[config.mk]
export PLATFORM = sky130hd
export DESIGN_NAME = omni_wheel_speed_mixer
export DESIGN_NICKNAME = d
export VERILOG_FILES = /design/src/rtl/owsm_pkg.sv /design/src/rtl/omni_wheel_speed_mixer.sv
export SDC_FILE = /design/constraint.sdc
export NUM_CORES = 2
export LEC_CHECK = 0
export ABC_AREA = 1
export BUFFER_PORTS_ARGS = -buffer_cell sky130_fd_sc_hd__buf_2
export CORE_ASPECT_RATIO = 0.5
export CORE_UTILIZATION = 50
export CTS_BUF_LIST = sky130_fd_sc_hd__clkbuf_8
export DETAILED_ROUTE_END_ITERATION = 12
export PLACE_DENSITY = 0.66
export SLEW_MARGIN = 10
export SYNTH_ARGS = -nofsm -noshare
export SYNTH_HDL_FRONTEND = slang
export SYNTH_SLANG_ARGS = --single-unit
export TNS_END_PERCENT = 20
[constraint.sdc]
create_clock -name i_clk -period 16.9 [get_ports i_clk]
set_input_delay 1.69 -clock i_clk [delete_from_list [all_inputs] [get_ports i_clk]]
set_output_delay 1.69 -clock i_clk [all_outputs]
set_load 0.1 [all_outputs]
[src/rtl/owsm_pkg.sv]
// Shared package of the omni wheel speed mixer: field widths, command and
// register codes, the microcode control word and the sequencer program.
// No dependencies; the top level refers to it by scoped names.
`default_nettype none

package owsm_pkg;

    // Field widths of the stream and register ports.
    localparam int SPEED_W = 16;
    localparam int CMD_W   = 2;
    localparam int ARM_W   = 16;
    localparam int MAXS_W  = 15;
    localparam int AGE_W   = 16;
    localparam int ADDR_W  = 4;
    localparam int APB_W   = 32;

    // Internal datapath widths.
    localparam int ACC_W   = 35;  // exact wheel sum with 16 extra fraction bits
    localparam int RND_SH  = 16;  // fraction bits dropped by rounding
    localparam int WHL_W   = ACC_W - RND_SH;  // rounded wheel, signed
    localparam int MAG_W   = WHL_W - 1;       // wheel magnitude, unsigned
    localparam int MUL_A_W = WHL_W;
    localparam int MUL_B_W = ARM_W + 1;
    localparam int PROD_W  = MUL_A_W + MUL_B_W;
    localparam int QUO_W   = MAXS_W;          // quotient never exceeds the limit
    localparam int CNT_W   = 4;
    localparam int PC_W    = 4;
    localparam int LANES   = 3;

    // sqrt(3)/2 as unsigned Q0.16.
    localparam logic [ARM_W-1:0] SQRT3_HALF_Q16 = 16'd56756;

    // Rounding bias: ties away from zero as one add and an arithmetic shift.
    localparam logic signed [ACC_W-1:0] RND_BIAS_POS = 35'sd32768;
    localparam logic signed [ACC_W-1:0] RND_BIAS_NEG = 35'sd32767;

    // Saturation value of the command age.
    localparam logic [AGE_W-1:0] AGE_MAX = 16'hFFFF;

    // Wheel lane indexes.
    localparam logic [1:0] WHL_LEFT  = 2'd0;
    localparam logic [1:0] WHL_FRONT = 2'd1;
    localparam logic [1:0] WHL_RIGHT = 2'd2;

    // Command codes carried on the input tuser.
    typedef enum logic [CMD_W-1:0] {
        CMD_VEL   = 2'd0,
        CMD_TICK  = 2'd1,
        CMD_STOP  = 2'd2,
        CMD_RESET = 2'd3
    } t_cmd;

    // Register indexes (byte address divided by four).
    typedef enum logic [1:0] {
        REG_ENABLE  = 2'd0,
        REG_ARM     = 2'd1,
        REG_MAXS    = 2'd2,
        REG_TIMEOUT = 2'd3
    } t_reg;

    // Multiplier operand selection.
    typedef enum logic [1:0] {
        MS_NONE = 2'd0,
        MS_FX   = 2'd1,
        MS_ROT  = 2'd2,
        MS_MAG  = 2'd3
    } t_mul_sel;

    // Destination of the registered product.
    typedef enum logic [1:0] {
        CAP_NONE = 2'd0,
        CAP_FX   = 2'd1,
        CAP_ROT  = 2'd2,
        CAP_DIV  = 2'd3
    } t_cap_sel;

    // Jump conditions.
    typedef enum logic [2:0] {
        CJ_NONE        = 3'd0,
        CJ_FORCED      = 3'd1,
        CJ_NOT_OVER    = 3'd2,
        CJ_CNT_NZ      = 3'd3,
        CJ_OUT_BLOCKED = 3'd4
    } t_cond;

    // One control word of the program.
    typedef struct packed {
        t_mul_sel          mul_sel;
        logic [1:0]        mul_idx;
        t_cap_sel          cap;
        logic [1:0]        cap_idx;
        logic              sum_en;
        logic [1:0]        sum_idx;
        logic              rnd_en;
        logic [1:0]        rnd_idx;
        logic              mag_en;
        logic              peak_en;
        logic              cnt_ld;
        logic              div_step;
        logic              fix;
        logic              emit;
        t_cond             cond;
        logic [PC_W-1:0]   target;
    } t_uword;

    // Program labels.
    localparam logic [PC_W-1:0] STEP_DIV  = 4'd13;
    localparam logic [PC_W-1:0] STEP_EMIT = 4'd15;

    // Iterations of the restoring divider, loaded as count minus one.
    localparam logic [CNT_W-1:0] DIV_LAST = CNT_W'(QUO_W - 1);

    // Sequencer program, one control word per step.
    function automatic t_uword ucode(input logic [PC_W-1:0] pc);
        t_uword w;
        w = '0;
        case (pc)
            4'd0: begin
                w.mul_sel = MS_FX;
                w.cond    = CJ_FORCED;
                w.target  = STEP_EMIT;
            end
            4'd1: begin
                w.mul_sel = MS_ROT;
                w.cap     = CAP_FX;
            end
            4'd2: begin
                w.cap = CAP_ROT;
            end
            4'd3: begin
                w.sum_en  = 1'b1;
                w.sum_idx = WHL_LEFT;
            end
            4'd4: begin
                w.sum_en  = 1'b1;
                w.sum_idx = WHL_FRONT;
                w.rnd_en  = 1'b1;
                w.rnd_idx = WHL_LEFT;
            end
            4'd5: begin
                w.sum_en  = 1'b1;
                w.sum_idx = WHL_RIGHT;
                w.rnd_en  = 1'b1;
                w.rnd_idx = WHL_FRONT;
            end
            4'd6: begin
                w.rnd_en  = 1'b1;
                w.rnd_idx = WHL_RIGHT;
            end
            4'd7: begin
                w.mag_en = 1'b1;
            end
            4'd8: begin
                w.peak_en = 1'b1;
            end
            4'd9: begin
                w.mul_sel = MS_MAG;
                w.mul_idx = WHL_LEFT;
                w.cond    = CJ_NOT_OVER;
                w.target  = STEP_EMIT;
            end
            4'd10: begin
                w.mul_sel = MS_MAG;
                w.mul_idx = WHL_FRONT;
                w.cap     = CAP_DIV;
                w.cap_idx = WHL_LEFT;
            end
            4'd11: begin
                w.mul_sel = MS_MAG;
                w.mul_idx = WHL_RIGHT;
                w.cap     = CAP_DIV;
                w.cap_idx = WHL_FRONT;
            end
            4'd12: begin
                w.cap     = CAP_DIV;
                w.cap_idx = WHL_RIGHT;
                w.cnt_ld  = 1'b1;
            end
            4'd13: begin
                w.div_step = 1'b1;
                w.cond     = CJ_CNT_NZ;
                w.target   = STEP_DIV;
            end
            4'd14: begin
                w.fix = 1'b1;
            end
            4'd15: begin
                w.emit   = 1'b1;
                w.cond   = CJ_OUT_BLOCKED;
                w.target = STEP_EMIT;
            end
            default: begin
                w = '0;
            end
        endcase
        return w;
    endfunction

endpackage

`default_nettype wire

[src/rtl/omni_wheel_speed_mixer.sv]
// Top level of the omni wheel speed mixer: command decode, register port,
// a microcoded sequencer with one multiplier, and three divider lanes.
// Depends on owsm_pkg for widths, codes and the sequencer program.
//
//  Channel   | Direction | Transfer carries
//  ----------+-----------+-----------------------------------------------
//  s_axis    | in        | tuser: cmd; tdata: forward, lateral, yaw
//  m_axis    | out       | tdata: left, front, right wheel; tuser: forced
//  APB       | in/out    | enable, arm length, speed limit, timeout
//
// Velocity, stop and reset commands and disabled ticks do not start the program.
// An enabled tick runs it: it goes straight to the output step when the output
// is forced to zero, skips the divider when no wheel exceeds the limit, and
// otherwise normalizes the wheels with the 15 iterations of the restoring divider.
// A new command is accepted once the sequencer is idle, while an earlier
// result may still wait in the output register; a stalled output holds the
// program at its last step. Reset is synchronous and needs no clearing pass.
`default_nettype none

module omni_wheel_speed_mixer (
    input  wire logic                  i_clk,
    input  wire logic                  i_rst_n,
    // Input stream.
    input  wire logic                  s_axis_tvalid,
    output logic                       s_axis_tready,
    input  wire logic [47:0]           s_axis_tdata,   // vel_forward, vel_lateral, yaw_rate
    input  wire logic [1:0]            s_axis_tuser,   // cmd
    // Output stream.
    output logic                       m_axis_tvalid,
    input  wire logic                  m_axis_tready,
    output logic [47:0]                m_axis_tdata,   // wheel_left, wheel_front, wheel_right
    output logic [0:0]                 m_axis_tuser,   // forced_zero
    // Register port.
    input  wire logic                  psel,
    input  wire logic                  penable,
    input  wire logic                  pwrite,
    input  wire logic [3:0]            paddr,
    input  wire logic [31:0]           pwdata,
    output logic [31:0]                prdata,
    output logic                       pready
);

    localparam int SW    = owsm_pkg::SPEED_W;
    localparam int ACC_W = owsm_pkg::ACC_W;
    localparam int WHL_W = owsm_pkg::WHL_W;
    localparam int MAG_W = owsm_pkg::MAG_W;
    localparam int QUO_W = owsm_pkg::QUO_W;

    // Configuration registers.
    logic                          r_enable;
    logic [owsm_pkg::ARM_W-1:0]    r_arm;
    logic [owsm_pkg::MAXS_W-1:0]   r_maxs;
    logic [owsm_pkg::AGE_W-1:0]    r_timeout;

    // Command state.
    logic signed [SW-1:0]          r_fwd;
    logic signed [SW-1:0]          r_lat;
    logic signed [SW-1:0]          r_yaw;
    logic                          r_stop;
    logic [owsm_pkg::AGE_W-1:0]    r_age;
    logic [owsm_pkg::AGE_W-1:0]    w_age_next;

    // Sequencer.
    logic                          r_busy;
    logic [owsm_pkg::PC_W-1:0]     r_pc;
    logic [owsm_pkg::PC_W-1:0]     n_pc;
    owsm_pkg::t_uword              w_uw;
    logic                          w_jump;
    logic                          r_forced;
    logic [owsm_pkg::CNT_W-1:0]    r_cnt;

    // Datapath.
    logic signed [owsm_pkg::MUL_A_W-1:0] w_mul_a;
    logic signed [owsm_pkg::MUL_B_W-1:0] w_mul_b;
    logic signed [owsm_pkg::PROD_W-1:0]  w_prod;
    logic signed [owsm_pkg::PROD_W-1:0]  r_prod;
    logic signed [ACC_W-1:0]       r_fx;
    logic signed [ACC_W-1:0]       r_rot;
    logic signed [ACC_W-1:0]       w_lh;
    logic signed [ACC_W-1:0]       w_lf;
    logic signed [ACC_W-1:0]       w_sum;
    logic signed [ACC_W-1:0]       r_acc;
    logic signed [ACC_W-1:0]       w_bias;
    logic signed [ACC_W-1:0]       w_rnd_sum;
    logic signed [WHL_W-1:0]       r_w   [owsm_pkg::LANES];
    logic [MAG_W-1:0]              r_mag [owsm_pkg::LANES];
    logic [MAG_W-1:0]              w_max01;
    logic [MAG_W-1:0]              w_peak;
    logic [MAG_W-1:0]              r_peak;
    logic                          w_over;

    // Divider lanes: partial remainder and dividend/quotient shift register.
    logic [MAG_W-1:0]              r_rem   [owsm_pkg::LANES];
    logic [QUO_W-1:0]              r_dq    [owsm_pkg::LANES];
    logic [MAG_W:0]                w_trial [owsm_pkg::LANES];
    logic [MAG_W:0]                w_diff  [owsm_pkg::LANES];
    logic                          w_ge    [owsm_pkg::LANES];

    // Output register.
    logic                          r_m_valid;
    logic [47:0]                   r_m_data;
    logic                          r_m_forced;
    logic                          w_out_blocked;

    logic                          w_in_xfer;
    logic                          w_cfg_wr;
    owsm_pkg::t_cmd                w_cmd;
    owsm_pkg::t_reg                w_reg;

    // Handshakes and port decode.
    assign s_axis_tready = !r_busy;
    assign w_in_xfer     = s_axis_tvalid && !r_busy;
    assign w_cmd         = owsm_pkg::t_cmd'(s_axis_tuser);
    assign pready        = 1'b1;
    assign w_cfg_wr      = psel && penable && pwrite;
    assign w_reg         = owsm_pkg::t_reg'(paddr[3:2]);
    assign m_axis_tvalid = r_m_valid;
    assign m_axis_tdata  = r_m_data;
    assign m_axis_tuser  = r_m_forced;
    assign w_out_blocked = r_m_valid && !m_axis_tready;

    // Register read-back.
    always_comb begin
        case (w_reg)
            owsm_pkg::REG_ENABLE:  prdata = {31'd0, r_enable};
            owsm_pkg::REG_ARM:     prdata = {16'd0, r_arm};
            owsm_pkg::REG_MAXS:    prdata = {17'd0, r_maxs};
            owsm_pkg::REG_TIMEOUT: prdata = {16'd0, r_timeout};
            default:               prdata = '0;
        endcase
    end

    // Register writes.
    always_ff @(posedge i_clk) begin
        if (!i_rst_n) begin
            r_enable  <= 1'b1;
            r_arm     <= 16'd7864;
            r_maxs    <= 15'd786;
            r_timeout <= 16'd50;
        end else if (w_cfg_wr) begin
            case (w_reg)
                owsm_pkg::REG_ENABLE:  r_enable  <= pwdata[0];
                owsm_pkg::REG_ARM:     r_arm     <= pwdata[15:0];
                owsm_pkg::REG_MAXS:    r_maxs    <= pwdata[14:0];
                owsm_pkg::REG_TIMEOUT: r_timeout <= pwdata[15:0];
                default: begin
                end
            endcase
        end
    end

    // Saturating age for the next tick.
    assign w_age_next = (r_age == owsm_pkg::AGE_MAX) ? r_age : r_age + 1'b1;

    // Command decode: stored rates, stop latch and command age.
    always_ff @(posedge i_clk) begin
        if (!i_rst_n) begin
            r_fwd  <= '0;
            r_lat  <= '0;
            r_yaw  <= '0;
            r_stop <= 1'b0;
            r_age  <= '0;
        end else if (w_in_xfer) begin
            case (w_cmd)
                owsm_pkg::CMD_VEL: begin
                    r_fwd <= s_axis_tdata[15:0];
                    r_lat <= s_axis_tdata[31:16];
                    r_yaw <= s_axis_tdata[47:32];
                    r_age <= '0;
                end
                owsm_pkg::CMD_TICK: begin
                    if (r_enable) begin
                        r_age <= w_age_next;
                    end
                end
                owsm_pkg::CMD_STOP: begin
                    r_stop <= 1'b1;
                end
                owsm_pkg::CMD_RESET: begin
                    r_fwd  <= '0;
                    r_lat  <= '0;
                    r_yaw  <= '0;
                    r_stop <= 1'b0;
                end
                default: begin
                end
            endcase
        end
    end

    // Control word fetch and next step.
    always_comb begin
        w_uw = owsm_pkg::ucode(r_pc);
        case (w_uw.cond)
            owsm_pkg::CJ_NONE:        w_jump = 1'b0;
            owsm_pkg::CJ_FORCED:      w_jump = r_forced;
            owsm_pkg::CJ_NOT_OVER:    w_jump = !w_over;
            owsm_pkg::CJ_CNT_NZ:      w_jump = (r_cnt != '0);
            owsm_pkg::CJ_OUT_BLOCKED: w_jump = w_out_blocked;
            default:                  w_jump = 1'b0;
        endcase
        n_pc = w_jump ? w_uw.target : r_pc + 1'b1;
    end

    // Sequencer state: an enabled tick starts the program at step zero.
    always_ff @(posedge i_clk) begin
        if (!i_rst_n) begin
            r_busy <= 1'b0;
            r_pc   <= '0;
        end else if (w_in_xfer && w_cmd == owsm_pkg::CMD_TICK && r_enable) begin
            r_busy <= 1'b1;
            r_pc   <= '0;
        end else if (r_busy) begin
            r_pc <= n_pc;
            if (w_uw.emit && !w_out_blocked) begin
                r_busy <= 1'b0;
            end
        end
    end

    // Stop latch or timeout decides the zero output at tick start.
    always_ff @(posedge i_clk) begin
        if (w_in_xfer) begin
            r_forced <= r_stop || (w_age_next > r_timeout);
        end
    end

    // Multiplier operand selection.
    always_comb begin
        case (w_uw.mul_sel)
            owsm_pkg::MS_FX: begin
                w_mul_a = owsm_pkg::MUL_A_W'(r_fwd);
                w_mul_b = signed'({1'b0, owsm_pkg::SQRT3_HALF_Q16});
            end
            owsm_pkg::MS_ROT: begin
                w_mul_a = owsm_pkg::MUL_A_W'(r_yaw);
                w_mul_b = signed'({1'b0, r_arm});
            end
            owsm_pkg::MS_MAG: begin
                w_mul_a = signed'({1'b0, r_mag[w_uw.mul_idx]});
                w_mul_b = signed'({2'b00, r_maxs});
            end
            default: begin
                w_mul_a = '0;
                w_mul_b = '0;
            end
        endcase
    end
    assign w_prod = w_mul_a * w_mul_b;

    // Wheel sums: lateral half and full terms are plain shifts.
    assign w_lh = {{(ACC_W - SW - 15){r_lat[SW-1]}}, r_lat, 15'd0};
    assign w_lf = {{(ACC_W - SW - 16){r_lat[SW-1]}}, r_lat, 16'd0};
    always_comb begin
        case (w_uw.sum_idx)
            owsm_pkg::WHL_LEFT:  w_sum = r_fx + w_lh - r_rot;
            owsm_pkg::WHL_FRONT: w_sum = -w_lf - r_rot;
            owsm_pkg::WHL_RIGHT: w_sum = w_lh - r_fx - r_rot;
            default:             w_sum = '0;
        endcase
    end

    // Round to nearest, ties away from zero, as one add and a shift.
    assign w_bias    = r_acc[ACC_W-1] ? owsm_pkg::RND_BIAS_NEG : owsm_pkg::RND_BIAS_POS;
    assign w_rnd_sum = r_acc + w_bias;

    // Peak magnitude over the three lanes and the limit compare.
    assign w_max01 = (r_mag[0] > r_mag[1]) ? r_mag[0] : r_mag[1];
    assign w_peak  = (r_mag[2] > w_max01) ? r_mag[2] : w_max01;
    assign w_over  = r_peak > MAG_W'(r_maxs);

    // One restoring step per lane.
    always_comb begin
        for (int i = 0; i < owsm_pkg::LANES; i++) begin
            w_trial[i] = {r_rem[i], r_dq[i][QUO_W-1]};
            w_diff[i]  = w_trial[i] - {1'b0, r_peak};
            w_ge[i]    = w_trial[i] >= {1'b0, r_peak};
        end
    end

    // Datapath registers, each driven by its field of the control word.
    always_ff @(posedge i_clk) begin
        if (r_busy) begin
            r_prod <= w_prod;
            case (w_uw.cap)
                owsm_pkg::CAP_FX:  r_fx  <= r_prod[ACC_W-1:0];
                owsm_pkg::CAP_ROT: r_rot <= r_prod[ACC_W-1:0];
                owsm_pkg::CAP_DIV: begin
                    r_rem[w_uw.cap_idx] <= r_prod[MAG_W+QUO_W-1:QUO_W];
                    r_dq[w_uw.cap_idx]  <= r_prod[QUO_W-1:0];
                end
                default: begin
                end
            endcase
            if (w_uw.sum_en) begin
                r_acc <= w_sum;
            end
            if (w_uw.rnd_en) begin
                r_w[w_uw.rnd_idx] <= w_rnd_sum[ACC_W-1:owsm_pkg::RND_SH];
            end
            if (w_uw.peak_en) begin
                r_peak <= w_peak;
            end
            if (w_uw.cnt_ld) begin
                r_cnt <= owsm_pkg::DIV_LAST;
            end else if (w_uw.div_step && r_cnt != '0) begin
                r_cnt <= r_cnt - 1'b1;
            end
            for (int i = 0; i < owsm_pkg::LANES; i++) begin
                if (w_uw.mag_en) begin
                    r_mag[i] <= r_w[i][WHL_W-1] ? MAG_W'(-r_w[i]) : MAG_W'(r_w[i]);
                end
                if (w_uw.div_step) begin
                    r_rem[i] <= w_ge[i] ? w_diff[i][MAG_W-1:0] : w_trial[i][MAG_W-1:0];
                    r_dq[i]  <= {r_dq[i][QUO_W-2:0], w_ge[i]};
                end
                // Restore the wheel's sign on the truncated quotient.
                if (w_uw.fix) begin
                    r_w[i] <= r_w[i][WHL_W-1] ? -signed'(WHL_W'(r_dq[i]))
                                              : signed'(WHL_W'(r_dq[i]));
                end
            end
        end
    end

    // Output register: loaded at the last step, freed by a transfer.
    always_ff @(posedge i_clk) begin
        if (!i_rst_n) begin
            r_m_valid <= 1'b0;
        end else if (r_busy && w_uw.emit && !w_out_blocked) begin
            r_m_valid  <= 1'b1;
            r_m_forced <= r_forced;
            if (r_forced) begin
                r_m_data <= '0;
            end else begin
                r_m_data <= {r_w[2][SW-1:0], r_w[1][SW-1:0], r_w[0][SW-1:0]};
            end
        end else if (r_m_valid && m_axis_tready) begin
            r_m_valid <= 1'b0;
        end
    end

endmodule

`default_nettype wire
==> flow_metrics.env <==
export IMPL_viasPerCell=5.73
export IMPL_core_area_mm2=0.100
export IMPL_cp_required_ns=17.40
export IMPL_final_common_cell="nand2_1"
export IMPL_ys_types=66
export IMPL_htreeDepth=3
export IMPL_holdWs_ns=0.467
export IMPL_cts_buffers=84
export IMPL_vias=45600
export IMPL_power_mw=4.81
export IMPL_grt_max_degree=74
export IMPL_worst_slack_ns=8.08
export IMPL_r2r_end="r_prod[30]"
export IMPL_timing_fmax_mhz=113
export IMPL_tightest_slew_ns=1.26
export IMPL_cpMaxStageDelayCell="nor2_1"
export IMPL_dpl_hpwl_um=141000
export IMPL_yosys_most_used_dff="edfxtp_1"
export IMPL_yosys_register_bits=541
export IMPL_critPathArrivalTime_ns=9.32
export IMPL_synth_cells=6438
export IMPL_worstHoldPathCells=2
export IMPL_synth_async_reset_ratio_pct=0
export IMPL_post_cts_resized=0
export IMPL_final_nets=7384
export IMPL_wire_per_inst_um=22.0
export IMPL_cts_max_path_buffers=3
export IMPL_min_to="r_yaw[6]"
export IMPL_mostFrequentLayoutCells="nand2_1 (1,345), inv_1 (1,181), nor2_1 (609)"
export IMPL_ant_nets=0
export IMPL_wl_um=175000
export IMPL_pre_cts_slack_ns=8.30
export IMPL_port_buffers=141
export IMPL_synth_warnings=0
export IMPL_peakVddDrop_mv=0.0719
export IMPL_post_cts_buffers=0
export IMPL_min_path_type="flop to flop"
export IMPL_cts_root_buf="clkbuf_8"
export IMPL_grt_pass1_wl_um=257000
export IMPL_reg2reg_setup_slack_ns=8.08
export IMPL_clk_latency_ns=0.80
export IMPL_rsz0062_at_grt="false"
export IMPL_grt_pass1_vias=42400
export IMPL_finalWeightedCongestion=1.01
export IMPL_cts_tree="done"
export IMPL_fp_dieArea_mm2=0.103
export IMPL_finalSetupViolCount=0
export IMPL_avgSynthCellArea_um2=7.88
export IMPL_path_class="flop to flop"
export IMPL_skew_ns=0.0611
export IMPL_min_period_ns=8.82
export IMPL_slew_viol_final=0
export IMPL_max_slew_margin_rel_pct=15.4
export IMPL_cpMostUsedCell="nand2_1"
export IMPL_synth_edf_count=422
export IMPL_grt_overflow=0
export IMPL_cts_sinks=541
export IMPL_ff2ff_path_depth=32
export IMPL_grt_usage_pct=33.6
export IMPL_start_kind="flop"
export IMPL_cp_end_kind="flop"
export IMPL_cap_violations=0
export IMPL_io_pins=177
export IMPL_die_width_um=452
export IMPL_critPathMaxStageDelay_ns=0.71
export IMPL_fillers=9566
export IMPL_diodes=0
export IMPL_ys_seq_area_share_pct=29.7
export IMPL_run_status="finished, final reports clean"
export IMPL_fin_crit_sh_pct=52.2
export IMPL_hold_viol=0
export IMPL_area_delta_synth_final_pct=7.40
export IMPL_firstDrtPassIters=8
export IMPL_cts_hold_buf=0
export IMPL_setup_tns_ns=0
export IMPL_drc=0
export IMPL_p_leak_nw=25.6
export IMPL_reg2reg_from="r_pc[1]"
export IMPL_powerDensity_mw_per_mm2=88.3
export IMPL_drt_iter0_drc=4802
export IMPL_drive_above_1_share_pct=6.86
export IMPL_crit_fanout=39
export IMPL_antenna_found_initial=6
export IMPL_synthesis_area_mm2=0.0507
export IMPL_rows=82
export IMPL_clk_pin_slew_ns=0.07
export IMPL_initial_utilization_pct=50.5
export IMPL_dieHeight_um=227
export IMPL_hp_start="r_yaw[6]"
## report_power, final
| part | switching (mW) | internal (mW) | leakage [nW] |
|---|---|---|---|
| Clock | 0.592 | 0.640 | 0.967 |
| Combinational | 1.32 | 0.667 | 19.8 |
| Sequential | 0.0526 | 1.54 | 4.78 |
## worst max-delay path: cells and delay by family, from the launching register on
| kind | cells | cell delay (ns) |
|---|---|---|
| flops | 1 | 0.42 |
| buf+inv | 5 | 0.57 |
| fa+ha+maj | 8 | 3.79 |
| compound gates | 3 | 0.46 |
| simple gates | 16 | 3.25 |
## state kept, by name (all words and copies together), names as in the netlist, 18 cells and up
register,flops
r_acc,35
r_rem,54
r_dq,45
r_peak,18
m_axis_tdata,48
r_fx,35
r_w,57
r_rot,35
r_prod,35
r_mag,54
## final cells by class
class	instances	area, um^2	area share (%)
Multi-Input combinational cell	4556	30500	55.9
Sequential cell	541	15100	27.6
Inverter	1200	4510	8.29
Tap cell	1344	1680	3.09
Clock buffer	90	1240	2.27
Timing Repair Buffer	174	953	1.75
Clock inverter	58	561	1.03
## synthesized netlist by cell type, types with 4 or more instances
master / count / share of area [%]
nor2_2: 8 / 0.099
buf_6: 17 / 0.38
inv_1: 1166 / 8.6
clkbuf_1: 93 / 0.69
ha_1: 389 / 9.6
o21a_1: 18 / 0.27
a21oi_2: 6 / 0.10
buf_4: 28 / 0.41
nand4_1: 114 / 1.4
a31oi_1: 13 / 0.16
and2_1: 4 / 0.049
nor2_4: 5 / 0.11
a21boi_0: 11 / 0.16
edfxtp_1: 422 / 25
or2_2: 39 / 0.48
nand2_1: 1345 / 10
nand3b_1: 28 / 0.41
a21o_1: 25 / 0.37
dfxtp_1: 119 / 4.7
nor4_1: 26 / 0.32
o221ai_1: 20 / 0.35
nor3_4: 14 / 0.45
nand2_2: 4 / 0.049
o31ai_1: 8 / 0.12
o22ai_4: 6 / 0.24
and3_1: 4 / 0.049
nor2_1: 613 / 4.5
nand3_1: 369 / 3.6
inv_2: 27 / 0.20
nor3_1: 78 / 0.77
o211ai_1: 31 / 0.46
fa_1: 345 / 14
a211oi_1: 47 / 0.70
buf_2: 15 / 0.15
clkinv_1: 4 / 0.030
o21bai_1: 20 / 0.30
xnor2_1: 56 / 0.97
o21ai_0: 349 / 3.4
xor2_1: 87 / 1.5
nor3_2: 6 / 0.12
a21oi_1: 412 / 4.1
## cell families after synthesis
group / after synthesis / synth area share [%]
DFF: 541 / 29.7
other: 2 / 0.0148
buffers and inverters: 1356 / 10.6
adders and majority gates: 734 / 23.2
xor gates and xnor gates: 144 / 2.51
and+or+nand+nor: 2673 / 22.8
AOI/OAI and AO/OA: 988 / 11.2
## routing by layer
| metal | wire length, um | part of all wire [%] | GRT usage [%] | up-vias |
|---|---|---|---|---|
| met5 | 41 | 0.023 | 0 | - |
| met4 | 5980 | 3.4 | 11.6 | 6 |
| met3 | 19300 | 11 | 8.84 | 283 |
| met2 | 73200 | 42 | 49.3 | 2152 |
| met1 | 76600 | 44 | 47.9 | 22100 |
| li1 | - | - | - | 21100 |
## through the flow
stage / instances / util, % / cell area (um^2)
global route: 7963 / 54.3 / 54500
global placement: 7815 / 52.5 / 52700
finish: 7963 / 54.3 / 54500
floorplan: 6453 / - / 50800
detailed placement: 7815 / 52.5 / 52700
CTS: 7963 / 54.3 / 54500
## how the worst max path moves through the flow
stage | startpoint | to | cells after the start
6_report | r_pc[1] | r_prod[30] | 32
3_3_place_gp | r_pc[2] | r_prod[34] | 27
4_1_cts | r_pc[1] | r_prod[30] | 32
2_1_floorplan | r_pc[1] | r_prod[34] | 32
3_5_place_dp | r_pc[2] | r_prod[25] | 29
5_1_grt | r_pc[0] | r_prod[30] | 32
No activity file was read; power rests on OpenSTA's default activity.
